<file path="src/rtl/tcf_pkg.sv">
// ----------------------------------------------------------------------------
// tcf_pkg: shared types, constants and functions of the tilt filter
// Payload structs, controller states, datapath commands, the arctangent
// table of the CORDIC and the 24-bit angle saturation.
// ----------------------------------------------------------------------------
package tcf_pkg;

	localparam int CORDIC_STEPS_DEF = 16;
	localparam int ATAN_LEN         = 24;
	localparam int CORDIC_IDX_W     = 5;

	localparam int ANGLE_W = 24;
	localparam int XY_W    = 20;
	localparam int Z_W     = 26;
	localparam int ACC_W   = Z_W - 8;
	localparam int SUM_W   = 26;
	localparam int INC_W   = 25;
	localparam int OP_B_W  = 18;
	localparam int PROD_W  = SUM_W + OP_B_W;
	localparam int SAT_W   = 28;

	localparam int CFG_INDEX_W = 8;
	localparam logic [CFG_INDEX_W-1:0] CFG_BLEND_GAIN = 8'd0;
	localparam logic [CFG_INDEX_W-1:0] CFG_RATE_SCALE = 8'd1;
	localparam logic [15:0] BLEND_GAIN_RESET = 16'd64225;
	localparam logic [15:0] RATE_SCALE_RESET = 16'd256;

	localparam logic signed [Z_W-1:0] HALF_TURN_Q16 = 26'sd11796480;
	localparam logic signed [ANGLE_W-1:0] ANGLE_MAX = 24'sh7FFFFF;
	localparam logic signed [ANGLE_W-1:0] ANGLE_MIN = -24'sh800000;

	typedef struct packed {
		logic signed [15:0] accel_forward;
		logic signed [15:0] accel_vertical;
		logic signed [15:0] gyro_rate;
	} sample_t;

	typedef struct packed {
		logic signed [ANGLE_W-1:0] filtered_angle;
		logic signed [ANGLE_W-1:0] accel_angle;
		logic signed [ANGLE_W-1:0] gyro_tilt;
	} result_t;

	typedef enum logic [2:0] {
		S_IDLE,
		S_RATE,
		S_INC,
		S_CORDIC,
		S_MIX1,
		S_MIX2,
		S_MIX3,
		S_DONE
	} state_t;

	typedef enum logic [1:0] {
		MUL_RATE,
		MUL_GAIN,
		MUL_COMP
	} mul_sel_t;

	typedef struct packed {
		logic                    load;
		logic                    mul_en;
		mul_sel_t                mul_sel;
		logic                    inc_en;
		logic                    cordic_en;
		logic [CORDIC_IDX_W-1:0] idx;
		logic                    acc_load;
		logic                    acc_add;
		logic                    commit;
	} cmd_t;

	typedef struct packed {
		logic out_busy;
	} status_t;

	// Arctangent of 2^-i in 1/65536 degree, rounded to nearest.
	function automatic logic signed [Z_W-1:0] atan_entry(input logic [CORDIC_IDX_W-1:0] idx);
		logic signed [Z_W-1:0] v;
		case (idx)
			5'd0:    v = 26'sd2949120;
			5'd1:    v = 26'sd1740967;
			5'd2:    v = 26'sd919879;
			5'd3:    v = 26'sd466945;
			5'd4:    v = 26'sd234379;
			5'd5:    v = 26'sd117304;
			5'd6:    v = 26'sd58666;
			5'd7:    v = 26'sd29335;
			5'd8:    v = 26'sd14668;
			5'd9:    v = 26'sd7334;
			5'd10:   v = 26'sd3667;
			5'd11:   v = 26'sd1833;
			5'd12:   v = 26'sd917;
			5'd13:   v = 26'sd458;
			5'd14:   v = 26'sd229;
			5'd15:   v = 26'sd115;
			5'd16:   v = 26'sd57;
			5'd17:   v = 26'sd29;
			5'd18:   v = 26'sd14;
			5'd19:   v = 26'sd7;
			5'd20:   v = 26'sd4;
			5'd21:   v = 26'sd2;
			5'd22:   v = 26'sd1;
			default: v = '0;
		endcase
		return v;
	endfunction

	function automatic logic signed [ANGLE_W-1:0] sat_angle(input logic signed [SAT_W-1:0] v);
		logic signed [ANGLE_W-1:0] r;
		if (v > SAT_W'(ANGLE_MAX)) begin
			r = ANGLE_MAX;
		end else if (v < SAT_W'(ANGLE_MIN)) begin
			r = ANGLE_MIN;
		end else begin
			r = v[ANGLE_W-1:0];
		end
		return r;
	endfunction

endpackage

</file>
<file path="src/rtl/tcf_ctrl.sv">
// ----------------------------------------------------------------------------
// tcf_ctrl: sequencer of the tilt filter
// Steps one sample through gyro scaling, the CORDIC iterations, the two
// blend products and the final commit into the result register.
// ----------------------------------------------------------------------------
module tcf_ctrl #(
	parameter int CORDIC_STEPS = tcf_pkg::CORDIC_STEPS_DEF
) (
	input  logic             clk,
	input  logic             arst_n,
	input  logic             sample_valid,
	output logic             sample_ready,
	input  tcf_pkg::status_t status,
	output tcf_pkg::cmd_t    cmd
);
	import tcf_pkg::*;

	localparam int IDX_W = $clog2(CORDIC_STEPS);
	localparam logic [IDX_W-1:0] IDX_LAST = IDX_W'(CORDIC_STEPS - 1);

	state_t state_q;
	state_t state_d;
	logic [IDX_W-1:0] idx_q;

	always_ff @(posedge clk or negedge arst_n) begin
		if (!arst_n) begin
			state_q <= S_IDLE;
			idx_q   <= '0;
		end else begin
			state_q <= state_d;
			if (cmd.cordic_en) begin
				idx_q <= (idx_q == IDX_LAST) ? '0 : idx_q + 1'b1;
			end
		end
	end

	always_comb begin
		state_d       = state_q;
		sample_ready  = 1'b0;
		cmd           = '0;
		cmd.mul_sel   = MUL_RATE;
		cmd.idx       = CORDIC_IDX_W'(idx_q);
		case (state_q)
			S_IDLE: begin
				sample_ready = 1'b1;
				if (sample_valid) begin
					cmd.load = 1'b1;
					state_d  = S_RATE;
				end
			end
			S_RATE: begin
				cmd.mul_en  = 1'b1;
				cmd.mul_sel = MUL_RATE;
				state_d     = S_INC;
			end
			S_INC: begin
				cmd.inc_en = 1'b1;
				state_d    = S_CORDIC;
			end
			S_CORDIC: begin
				cmd.cordic_en = 1'b1;
				if (idx_q == IDX_LAST) begin
					state_d = S_MIX1;
				end
			end
			S_MIX1: begin
				cmd.mul_en  = 1'b1;
				cmd.mul_sel = MUL_GAIN;
				state_d     = S_MIX2;
			end
			S_MIX2: begin
				cmd.mul_en   = 1'b1;
				cmd.mul_sel  = MUL_COMP;
				cmd.acc_load = 1'b1;
				state_d      = S_MIX3;
			end
			S_MIX3: begin
				cmd.acc_add = 1'b1;
				state_d     = S_DONE;
			end
			S_DONE: begin
				// Hold the finished sample until the result register frees up.
				if (!status.out_busy) begin
					cmd.commit = 1'b1;
					state_d    = S_IDLE;
				end
			end
			default: begin
				state_d = S_IDLE;
			end
		endcase
	end

	a_idx_only_in_cordic: assert property (@(posedge clk) disable iff (!arst_n)
		idx_q != '0 |-> state_q == S_CORDIC)
		else $error("CORDIC index moved outside the iteration state");

	a_accept_starts_rate: assert property (@(posedge clk) disable iff (!arst_n)
		sample_valid && sample_ready |=> state_q == S_RATE && idx_q == '0)
		else $error("accepted beat did not start a fresh sequence");

	a_done_holds: assert property (@(posedge clk) disable iff (!arst_n)
		state_q == S_DONE && !cmd.commit |=> state_q == S_DONE)
		else $error("finished sample dropped while result register was busy");

endmodule

</file>
<file path="src/rtl/tcf_datapath.sv">
// ----------------------------------------------------------------------------
// tcf_datapath: arithmetic of the tilt filter
// Vectoring CORDIC registers, one shared signed multiplier with its
// product and blend accumulators, filter state and the result register.
// ----------------------------------------------------------------------------
module tcf_datapath (
	input  logic             clk,
	input  logic             arst_n,
	input  tcf_pkg::cmd_t    cmd,
	output tcf_pkg::status_t status,
	input  tcf_pkg::sample_t sample,
	input  logic [15:0]      blend_gain,
	input  logic [15:0]      rate_scale,
	output logic             result_valid,
	input  logic             result_ready,
	output tcf_pkg::result_t result
);
	import tcf_pkg::*;

	logic signed [XY_W-1:0]    x_q;
	logic signed [XY_W-1:0]    y_q;
	logic signed [Z_W-1:0]     z_q;
	logic                      zero_q;
	logic signed [15:0]        rate_q;
	logic signed [PROD_W-1:0]  prod_q;
	logic signed [PROD_W-1:0]  mix_q;
	logic signed [SUM_W-1:0]   sum_q;
	logic signed [ANGLE_W-1:0] gyro_q;
	logic signed [ANGLE_W-1:0] last_filtered_q;
	logic signed [ANGLE_W-1:0] gyro_integral_q;
	logic                      result_valid_q;
	result_t                   result_q;

	logic signed [XY_W-1:0]    fwd_ext;
	logic signed [XY_W-1:0]    vert_ext;
	logic                      vert_neg;
	logic signed [XY_W-1:0]    dx;
	logic signed [XY_W-1:0]    dy;
	logic signed [Z_W-1:0]     atan_val;
	logic signed [Z_W-1:0]     z_round;
	logic signed [ACC_W-1:0]   acc_val;
	logic signed [OP_B_W-1:0]  comp_gain;
	logic signed [SUM_W-1:0]   op_a;
	logic signed [OP_B_W-1:0]  op_b;
	logic signed [PROD_W-1:0]  prod_full;
	logic signed [PROD_W-1:0]  prod_round;
	logic signed [INC_W-1:0]   inc;
	logic signed [SUM_W-1:0]   gyro_sum;
	logic signed [SUM_W-1:0]   path_sum;
	logic signed [PROD_W-1:0]  mix_round;
	logic signed [ANGLE_W-1:0] filt;

	assign fwd_ext  = {{(XY_W-16){sample.accel_forward[15]}}, sample.accel_forward};
	assign vert_ext = {{(XY_W-16){sample.accel_vertical[15]}}, sample.accel_vertical};
	assign vert_neg = sample.accel_vertical[15];

	assign dx       = y_q >>> cmd.idx;
	assign dy       = x_q >>> cmd.idx;
	assign atan_val = atan_entry(cmd.idx);

	// Accelerometer angle: accumulator rounded from 1/65536 to 1/256 degree.
	assign z_round = z_q + Z_W'(128);
	assign acc_val = zero_q ? '0 : z_round[Z_W-1:8];

	assign comp_gain = OP_B_W'(18'sd65536 - $signed({2'b00, blend_gain}));

	always_comb begin
		case (cmd.mul_sel)
			MUL_RATE: begin
				op_a = {{(SUM_W-16){rate_q[15]}}, rate_q};
				op_b = {2'b00, rate_scale};
			end
			MUL_GAIN: begin
				op_a = sum_q;
				op_b = {2'b00, blend_gain};
			end
			MUL_COMP: begin
				op_a = {{(SUM_W-ACC_W){acc_val[ACC_W-1]}}, acc_val};
				op_b = comp_gain;
			end
			default: begin
				op_a = '0;
				op_b = '0;
			end
		endcase
	end

	assign prod_full = op_a * op_b;

	// Gyro increment: rate times Q8.8 scale, rounded, fits in 25 bits.
	assign prod_round = prod_q + PROD_W'(128);
	assign inc        = prod_round[INC_W+7:8];
	assign gyro_sum   = SUM_W'(gyro_integral_q) + SUM_W'(inc);
	assign path_sum   = SUM_W'(last_filtered_q) + SUM_W'(inc);

	assign mix_round = mix_q + PROD_W'(32768);
	assign filt      = sat_angle(mix_round[SAT_W+15:16]);

	always_ff @(posedge clk) begin
		if (cmd.load) begin
			x_q    <= vert_neg ? -vert_ext : vert_ext;
			y_q    <= vert_neg ? -fwd_ext : fwd_ext;
			if (vert_neg) begin
				z_q <= sample.accel_forward[15] ? -HALF_TURN_Q16 : HALF_TURN_Q16;
			end else begin
				z_q <= '0;
			end
			zero_q <= (sample.accel_forward == '0) && (sample.accel_vertical == '0);
			rate_q <= sample.gyro_rate;
		end else if (cmd.cordic_en) begin
			if (!y_q[XY_W-1]) begin
				x_q <= x_q + dx;
				y_q <= y_q - dy;
				z_q <= z_q + atan_val;
			end else begin
				x_q <= x_q - dx;
				y_q <= y_q + dy;
				z_q <= z_q - atan_val;
			end
		end
		if (cmd.mul_en) begin
			prod_q <= prod_full;
		end
		if (cmd.inc_en) begin
			gyro_q <= sat_angle(SAT_W'(gyro_sum));
			sum_q  <= path_sum;
		end
		if (cmd.acc_load) begin
			mix_q <= prod_q;
		end else if (cmd.acc_add) begin
			mix_q <= mix_q + prod_q;
		end
		if (cmd.commit) begin
			result_q.filtered_angle <= filt;
			result_q.accel_angle    <= ANGLE_W'(acc_val);
			result_q.gyro_tilt      <= gyro_q;
		end
	end

	always_ff @(posedge clk or negedge arst_n) begin
		if (!arst_n) begin
			last_filtered_q <= '0;
			gyro_integral_q <= '0;
			result_valid_q  <= 1'b0;
		end else begin
			if (cmd.commit) begin
				last_filtered_q <= filt;
				gyro_integral_q <= gyro_q;
				result_valid_q  <= 1'b1;
			end else if (result_ready) begin
				result_valid_q <= 1'b0;
			end
		end
	end

	assign status.out_busy = result_valid_q && !result_ready;
	assign result_valid    = result_valid_q;
	assign result          = result_q;

	a_commit_not_busy: assert property (@(posedge clk) disable iff (!arst_n)
		cmd.commit |-> !status.out_busy)
		else $error("result overwritten while the receiver stalls");

	// The half-turn start plus the sum of all rotations bounds the angle,
	// whatever the iteration count.
	a_accel_range: assert property (@(posedge clk) disable iff (!arst_n)
		cmd.commit |-> (acc_val <= 18'sd71680) && (acc_val >= -18'sd71680))
		else $error("accelerometer angle outside the CORDIC reach");

	a_state_matches_result: assert property (@(posedge clk) disable iff (!arst_n)
		cmd.commit |=> result_valid_q && last_filtered_q == result_q.filtered_angle
			&& gyro_integral_q == result_q.gyro_tilt)
		else $error("filter state and delivered beat disagree");

endmodule

</file>
<file path="src/rtl/tilt_complementary_filter_core.sv">
// ----------------------------------------------------------------------------
// tilt_complementary_filter_core: complementary-filter tilt estimator
// One IMU sample in, one set of tilt angles out, in 1/256 degree units.
// ----------------------------------------------------------------------------
// Usage:
//   The sample channel takes one beat of accelerometer forward and vertical
//   axes plus the gyro rate. The result channel returns one beat per sample
//   with the filtered, accelerometer-only and gyro-only angles.
//   The cfg channel writes blend_gain (index 0) and rate_scale (index 1);
//   other indexes are ignored. It is always ready and should be used only
//   while no sample is in flight.
// Timing:
//   A result turns valid once its sample has passed the rate, increment,
//   CORDIC_STEPS CORDIC rotations and mix steps; the next sample can be
//   taken in the same cycle as the result turns valid. The block works on
//   one sample at a time: a serial CORDIC, one rotation per cycle, and a
//   single multiplier shared by the gyro scaling and both blend products.
// Reset and stalls:
//   Reset clears the filter and gyro integrals and loads the default gains.
//   The result register holds its beat while result_ready is low; a new
//   sample is still taken and worked on, and it waits in the final step
//   until the previous beat has been taken.
// ----------------------------------------------------------------------------
module tilt_complementary_filter_core #(
	parameter int CORDIC_STEPS = tcf_pkg::CORDIC_STEPS_DEF
) (
	input  logic                            clk,
	input  logic                            arst_n,
	input  logic                            sample_valid,
	output logic                            sample_ready,
	input  tcf_pkg::sample_t                sample,
	output logic                            result_valid,
	input  logic                            result_ready,
	output tcf_pkg::result_t                result,
	input  logic                            cfg_valid,
	output logic                            cfg_ready,
	input  logic [tcf_pkg::CFG_INDEX_W-1:0] cfg_index,
	input  logic [15:0]                     cfg_data
);
	import tcf_pkg::*;

	logic [15:0] blend_gain_q;
	logic [15:0] rate_scale_q;
	cmd_t        cmd;
	status_t     status;

	assign cfg_ready = 1'b1;

	always_ff @(posedge clk or negedge arst_n) begin
		if (!arst_n) begin
			blend_gain_q <= BLEND_GAIN_RESET;
			rate_scale_q <= RATE_SCALE_RESET;
		end else if (cfg_valid && cfg_ready) begin
			case (cfg_index)
				CFG_BLEND_GAIN: blend_gain_q <= cfg_data;
				CFG_RATE_SCALE: rate_scale_q <= cfg_data;
				default: begin
				end
			endcase
		end
	end

	tcf_ctrl #(
		.CORDIC_STEPS(CORDIC_STEPS)
	) u_ctrl (
		.clk          (clk),
		.arst_n       (arst_n),
		.sample_valid (sample_valid),
		.sample_ready (sample_ready),
		.status       (status),
		.cmd          (cmd)
	);

	tcf_datapath u_datapath (
		.clk          (clk),
		.arst_n       (arst_n),
		.cmd          (cmd),
		.status       (status),
		.sample       (sample),
		.blend_gain   (blend_gain_q),
		.rate_scale   (rate_scale_q),
		.result_valid (result_valid),
		.result_ready (result_ready),
		.result       (result)
	);

endmodule
</file>
<file path="config.mk">
export PLATFORM = sky130hd
export DESIGN_NAME = tilt_complementary_filter_core
export DESIGN_NICKNAME = d
export VERILOG_FILES = /design/src/rtl/tcf_pkg.sv /design/src/rtl/tcf_ctrl.sv /design/src/rtl/tcf_datapath.sv /design/src/rtl/tilt_complementary_filter_core.sv
export SDC_FILE = /design/constraint.sdc
export NUM_CORES = 2
export LEC_CHECK = 0
export CAP_MARGIN = 10
export CORE_MARGIN = 2
export CORE_UTILIZATION = 27
export DETAILED_ROUTE_END_ITERATION = 10
export DONT_BUFFER_PORTS = 1
export SLEW_MARGIN = 10
export SYNTH_ARGS = -nofsm -noshare
export SYNTH_HDL_FRONTEND = slang
export SYNTH_SLANG_ARGS = --single-unit
</file>
<file path="constraint.sdc">
create_clock -name clk -period 15.4 [get_ports clk]
set_input_delay 2.31 -clock clk [delete_from_list [all_inputs] [get_ports clk]]
set_output_delay 2.31 -clock clk [all_outputs]
set_load 0.01 [all_outputs]
</file>
# ---- Word level (Yosys, flattened, before mapping)
# Memory sizes are Yosys's and may differ from the RTL's.
# Cells that the tools add are included.
dict set report classes {
  add_sub_neg 16
  n_mul 1
  order_cmp 4
  eq_ne 14
  shift 2
  n_mux 38
  n_reduce_logical 14
}
# op count
set op_table {}
lappend op_table {{20-bit 2-to-1 mux} 8}
lappend op_table {{26-bit 2-to-1 mux} 5}
lappend op_table {{44-bit 2-to-1 mux} 2}
lappend op_table {{26-bit case mux with 3 select lines} 1}
lappend op_table {{24-bit 2-to-1 mux} 3}
lappend op_table {{18-bit case mux with 3 select lines} 1}
lappend op_table {{24-bit by 25-bit adder with 26-bit output} 2}
lappend op_table {{44-bit by 17-bit adder with 44-bit output, second input constant} 1}
lappend op_table {{44-bit adder} 1}
lappend op_table {{26-bit by 18-bit multiplier with 44-bit output} 1}
lappend op_table {{20-bit adder} 2}
lappend op_table {{16-bit negator with 20-bit output} 2}
lappend op_table {{20-bit by 4-bit >>> shifter with 20-bit output} 2}
lappend op_table {{20-bit subtractor} 2}
lappend op_table {{33-bit by 9-bit adder with 33-bit output, second input constant} 1}
lappend op_table {{16-bit zero test} 2}
lappend op_table {{28-bit by 24-bit greater-than comparator with 1-bit output, second input constant} 1}
lappend op_table {{28-bit by 24-bit less-than comparator with 1-bit output, second input constant} 1}
lappend op_table {{26-bit adder} 1}
lappend op_table {{26-bit by 9-bit adder with 26-bit output, second input constant} 1}
lappend op_table {{26-bit by 24-bit greater-than comparator with 1-bit output, second input constant} 1}
lappend op_table {{26-bit by 24-bit less-than comparator with 1-bit output, second input constant} 1}
lappend op_table {{26-bit subtractor} 1}
lappend op_table {{3-bit case mux with 8 select lines} 1}
lappend op_table {{24 further kinds} 45}
dict set report word_totals {
  regBits 375
  romBits 704
  elab_cells 109
  mem_count 1
}
# memory depth word_bits rd rd_ports_with_merged_regs write_ports line_no
set memory_table {}
lappend memory_table {{(name not given)} 32 22 1 0 0 tcf_pkg.sv:80} ;# case (idx)

# ---- Logic depth before layout (Yosys ltp)
dict set report depth {
  ltp_word 5
  ltp_mapped 34
}

# ---- Hierarchy
# From an unflattened synthesis, not the netlist that was laid out.
dict set report hier_totals {
  cells_unflattened 4574
  hier_area_um2 42922.4
}
# mod instances cells_each area_per_inst_um2 seq_area_each_um2
set modules_own_cells {}
lappend modules_own_cells {tcf_datapath 1 4452 41178.2 9844.4}
lappend modules_own_cells {tilt_complementary_filter_core 1 74 1303.8 814.5}
lappend modules_own_cells {tcf_ctrl 1 48 440.4 175.2}

# ---- Worst setup path before layout
# OpenSTA, ideal clock, no wires.
dict set report synth_timing {
  path_type {register -> register}
  start {register blend_gain_q[4]}
  end {register u_datapath.prod_q[43] (data pin)}
  setup_ps 266
  arrival_ps 8097
  slack_ps 7037
  path_stages_with_launch 29
  path_buffers 1
  cell_sequence {dfrtp_1 > or4_1 > or4_1 > or2_1 > o41ai_1 > xor2_1 > o21ai_1 > clkbuf_1 > nand2_1 > fa_1 > fa_1 > inv_1 > fa_1 > fa_1 > fa_1 > inv_1 > fa_1 > inv_1 > ha_1 > inv_1 > o21bai_1 > a2111o_1 > a221oi_1 > o32ai_1 > o31ai_1 > o21ai_0 > a21oi_1 > mux2i_1 > nand4_1}
}
dict set report synth_between {
  elab_chain_len 3
}
# element line_no
set synth_lines {}
lappend synth_lines {{start, declared} tilt_complementary_filter_core.sv:42} ;# logic [15:0] blend_gain_q;
lappend synth_lines {{start signal, assigned} tilt_complementary_filter_core.sv:55} ;# CFG_BLEND_GAIN: blend_gain_q <= cfg_data;
lappend synth_lines {{17-bit by 16-bit subtractor with 18-bit output} tcf_datapath.sv:65} ;# assign comp_gain = OP_B_W'(18'sd65536 - $signed({2'b00, blend_gain}));
lappend synth_lines {{18-bit case mux with 3 select lines *} tcf_datapath.sv:68} ;# case (cmd.mul_sel)
lappend synth_lines {{26-bit by 18-bit multiplier with 44-bit output *} tcf_datapath.sv:88} ;# assign prod_full = op_a * op_b;
lappend synth_lines {{named net u_datapath.prod_full[43]} tcf_datapath.sv:45} ;# logic signed [PROD_W-1:0] prod_full;
lappend synth_lines {{end signal, assigned} tcf_datapath.sv:122} ;# prod_q <= prod_full;
lappend synth_lines {{end, declared} tcf_datapath.sv:25} ;# logic signed [PROD_W-1:0] prod_q;
# The timed path passes the listed nets; every way through them passes the cells marked *.
# A chain may end at the register's enable or synchronous reset.

# ---- Worst setup path after layout
dict set report layout_timing {
  start {register u_datapath.z_q[10]}
  end {register u_datapath.prod_q[43] (data pin)}
}
dict set report layout_between {
  elab_chain_len 4
}
# element line_no
set layout_lines {}
lappend layout_lines {{start, declared} tcf_datapath.sv:22} ;# logic signed [Z_W-1:0] z_q;
lappend layout_lines {{start signal, assigned} tcf_datapath.sv:104} ;# z_q <= sample.accel_forward[15] ? -HALF_TURN_Q16 : HALF_TURN_Q16;
lappend layout_lines {{start signal, assigned} tcf_datapath.sv:114} ;# z_q <= z_q + atan_val;
lappend layout_lines {{start signal, assigned} tcf_datapath.sv:118} ;# z_q <= z_q - atan_val;
lappend layout_lines {{26-bit by 9-bit adder with 26-bit output} tcf_datapath.sv:62} ;# assign z_round = z_q + Z_W'(128);
lappend layout_lines {{18-bit 2-to-1 mux} tcf_datapath.sv:63} ;# assign acc_val = zero_q ? '0 : z_round[Z_W-1:8];
lappend layout_lines {{named net u_datapath.acc_val[17]} tcf_datapath.sv:41} ;# logic signed [ACC_W-1:0] acc_val;
lappend layout_lines {{26-bit case mux with 3 select lines} tcf_datapath.sv:68}
lappend layout_lines {{26-bit by 18-bit multiplier with 44-bit output} tcf_datapath.sv:88}
lappend layout_lines {{named net u_datapath.prod_full[43]} tcf_datapath.sv:45}
# The timed path passes the listed nets, and every way through them passes these cells.

==> flow_summary_export.csv <==
group,metric,value,unit
clock_network,post_cts_buffers,0,
synthesis,ys_warn_count,0,
run,drv_cap,0,
setup_path,max_stage_delay,0.76,ns
floorplanning,die_h,400,um
worst_hold_path,hold_path_class,"reg2reg",
synthesis,netlist_instances,4491,
cells_and_area,syn2layout_area_growth,9.05,%
setup_path,path_max_fanout,18,
floorplanning,ios,152,
clock_network,clockBufferDepth,3,
global_routing,overflow,0,
synthesis,async_flop_share,23.5,%
drt,first_iter_violations,3262,
clock_network,cts_sinks,375,
drt,first_pass_iters,6,
place,port_buffers,0,
synthesis,ys_seq_elements,375,
clock_network,path_clk_slew,0.06,ns
sta,maxSlewViolCount,0,
synthesis,synth_top_family_by_area,"adder cells",
cells_and_area,multi_input_area,28500,um2
setup_path,cpMaxStageDelayCell,"a21oi_1",
setup_path,critPathTopFamily,"adder cells",
synthesis,syn_nets,5282,
synthesis,synth_xor_xnor_area_share,6.65,%
sta,worst_pin_slew,1.36,ns
setup_path,start_kind,"flop",
floorplanning,core,156000,um2
setup_path,critPathKind,"reg2reg",
drt,num_vias,32400,
setup_path,crit_buf_inv,4,
drt,viasPerCell,4.98,
global_routing,grt_use_total,15.2,%
global_routing,antenna_found_initial,19,
clock_network,cts_root_buffer,"clkbuf_16",
drt,antenna_left,0,
cells_and_area,register_area,10800,um2
drt,remaining_drc_errors,0,
place,globalplace.congestion,0.905,
global_routing,grt_pass1_wl,189000,um
cells_and_area,drive_above_1_share,7.04,%
clock_network,holdBufCountCts,0,
sta,finalSetupTns,0,ns
drt,wl_per_cell,18.8,um
sta,fmax,106,MHz
place,dpl.hpwl,96100,um
synthesis,yosysSeqAreaShare,25.6,%
synthesis,syn_area,42300,um2
global_routing,grt_pass1_vias,32000,
synthesis,synth.avg_cell_area,9.41,um2
synthesis,ys_types,93,
setup_path,cp.arrival,9.78,ns
floorplanning,dieArea,160000,um2
setup_path,required,15.74,ns
synthesis,synthSimpleGateAreaFrac,13.7,%
clock_network,cts_tree,"built",
sta,skew,0.0367,ns
sta,finalCriticalPeriod,9.44,ns
sta,hold_viol_final,0,
setup_path,crit_path_end_kind,"flop",
run_status,outcome,"finished clean",
clock_network,cts_buffers,45,
sta,finalCritPeriodShare,61.3,%
synthesis,synthAdderAreaFrac,28.9,%
sta,slew_headroom,8.65,%
synthesis,synth_compound_area_share,12.1,%
drt,totalWireLength,122000,um
floorplanning,start_util,27.1,%
setup_path,rrSetupSlack,5.96,ns
clock_network,htree_num_levels,2,
setup_path,cpMostUsedCell,"fa_1",
synthesis,synthFlopType,"edfxtp_1",
sta,rsz0062_at_grt,"false",
synthesis,muxShareOfSynthArea,5.95,%
clock_network,clock_latency,0.64,ns
sta,setup_viol,0,
cells_and_area,fill_cells,16100,
cells_and_area,finalNetCount,5204,
clock_network,post_cts_resized,0,
global_routing,grt_max_degree,89,
floorplanning,die_w,400,um
synthesis,synth_edf_count,287,
floorplanning,num_rows,145,
-- routing by layer --
layer  track usage (%)  wire length, um  vias up
met2              23.2            52900     1173
li1                  -                -    14900
met4              3.69             2890       22
met1              21.6            55600    16100
met5                 0              146        -
met3              3.56            10600      188
-- layout by cell type (no fill, tap or decap), types with 11 or more instances in the layout --
| cell | n |
|---|---|
| ha_1 | 277 |
| and3_1 | 30 |
| inv_1 | 597 |
| o21ai_0 | 196 |
| dfrtp_1 | 74 |
| and2_1 | 19 |
| a31oi_1 | 36 |
| o211ai_1 | 14 |
| o21a_1 | 55 |
| a211oi_1 | 22 |
| buf_4 | 44 |
| mux2_2 | 92 |
| nor3_1 | 45 |
| nand3_1 | 65 |
| xnor2_1 | 193 |
| o31ai_1 | 23 |
| or2_2 | 12 |
| a21o_1 | 100 |
| dfstp_2 | 11 |
| fa_1 | 437 |
| mux4_2 | 38 |
| clkbuf_16 | 45 |
| o21bai_1 | 20 |
| nand2_1 | 442 |
| nor2b_1 | 30 |
| mux2i_1 | 41 |
| xor2_1 | 126 |
| nor2_1 | 503 |
| or3_1 | 25 |
| nand2b_1 | 47 |
| a21oi_1 | 235 |
| o21ai_1 | 22 |
| nand4_1 | 24 |
| edfxtp_1 | 287 |
-- area by class of cell --
type	count	area share, %
Tap cell	2058	5.59
Multi-Input combinational cell	3347	61.9
Inverter	600	4.89
Clock inverter	23	0.719
Antenna cell	1	0.00543
Clock buffer	59	2.64
Timing Repair Buffer	44	0.717
Sequential cell	375	23.5
-- worst register-to-register path, delay by kind of cell, from the launching register on --
family | cells | cell delay [ns]
compound gates | 6 | 2.58
xor+xnor | 1 | 0.20
fa+ha+maj | 7 | 3.49
buf+inv | 4 | 0.21
flops | 1 | 0.46
mux | 1 | 0.18
simple gates | 11 | 2.02
-- stage by stage --
stage          hold WS, ns  cells  worst slack (ns)  utilization, %  cell area, um2
2_1_floorplan        0.420   4491              7.04               -           42300
3_3_place_gp         0.427   6424              6.12            28.6           44500
3_5_place_dp         0.439   6424              5.80            28.6           44500
4_1_cts              0.451   6506              5.77            29.6           46100
5_1_grt              0.460   6506              5.23            29.6           46100
6_report             0.442   6507              5.96            29.6           46100
-- cells by family after synthesis --
| kind of cell | count (synthesis) |
|---|---|
| adders and majority gates | 714 |
| AOI/OAI and AO/OA | 826 |
| buffers and inverters | 769 |
| and+or+nand+nor | 1304 |
| muxes | 182 |
| DFF | 375 |
| other | 1 |
| xor gates and xnor gates | 320 |
-- flip-flops by register name, indices dropped and copies added, names as in the netlist --
name	count
blend_gain_q	16
rate_scale_q	16
u_ctrl.idx_q	4
u_ctrl.state_q	3
u_datapath.gyro_integral_q	24
u_datapath.gyro_q	24
u_datapath.last_filtered_q	24
u_datapath.mix_q	44
u_datapath.prod_q	44
u_datapath.rate_q	16
u_datapath.result	66
u_datapath.result_valid	1
u_datapath.sum_q	26
u_datapath.x_q	20
u_datapath.y_q	20
u_datapath.z_q	26
u_datapath.zero_q	1
-- worst paths after layout --
check	start	to	depth (start not counted)
setup / recovery	u_datapath.z_q[10]	u_datapath.prod_q[43]	30
hold / removal	u_datapath.gyro_q[15]	u_datapath.result[15]	0
setup reg to reg	u_datapath.z_q[10]	u_datapath.prod_q[43]	30
hold reg to reg	u_datapath.gyro_q[15]	u_datapath.result[15]	0
max in group asynchronous	arst_n	blend_gain_q[0]	0
min in group asynchronous	arst_n	u_datapath.gyro_integral_q[6]	0
-- synthesized netlist by cell type, drive strengths merged (97+ instances only) --
| library cell | number | area (um2) |
|---|---|---|
| fa | 437 | 8750 |
| a21o | 100 | 751 |
| mux2 | 97 | 1090 |
| o21ai | 223 | 1120 |
| inv | 599 | 2250 |
| xor2 | 126 | 1100 |
| nand2 | 445 | 1680 |
| edfxtp | 287 | 8620 |
| ha | 277 | 3470 |
| nor2 | 507 | 1910 |
| xnor2 | 194 | 1710 |
| clkbuf | 122 | 458 |
| a21oi | 239 | 1210 |
Power is left out: the tool's default activity adds up to more than one toggle a clock period on the data nets, which glitch-free logic cannot reach.
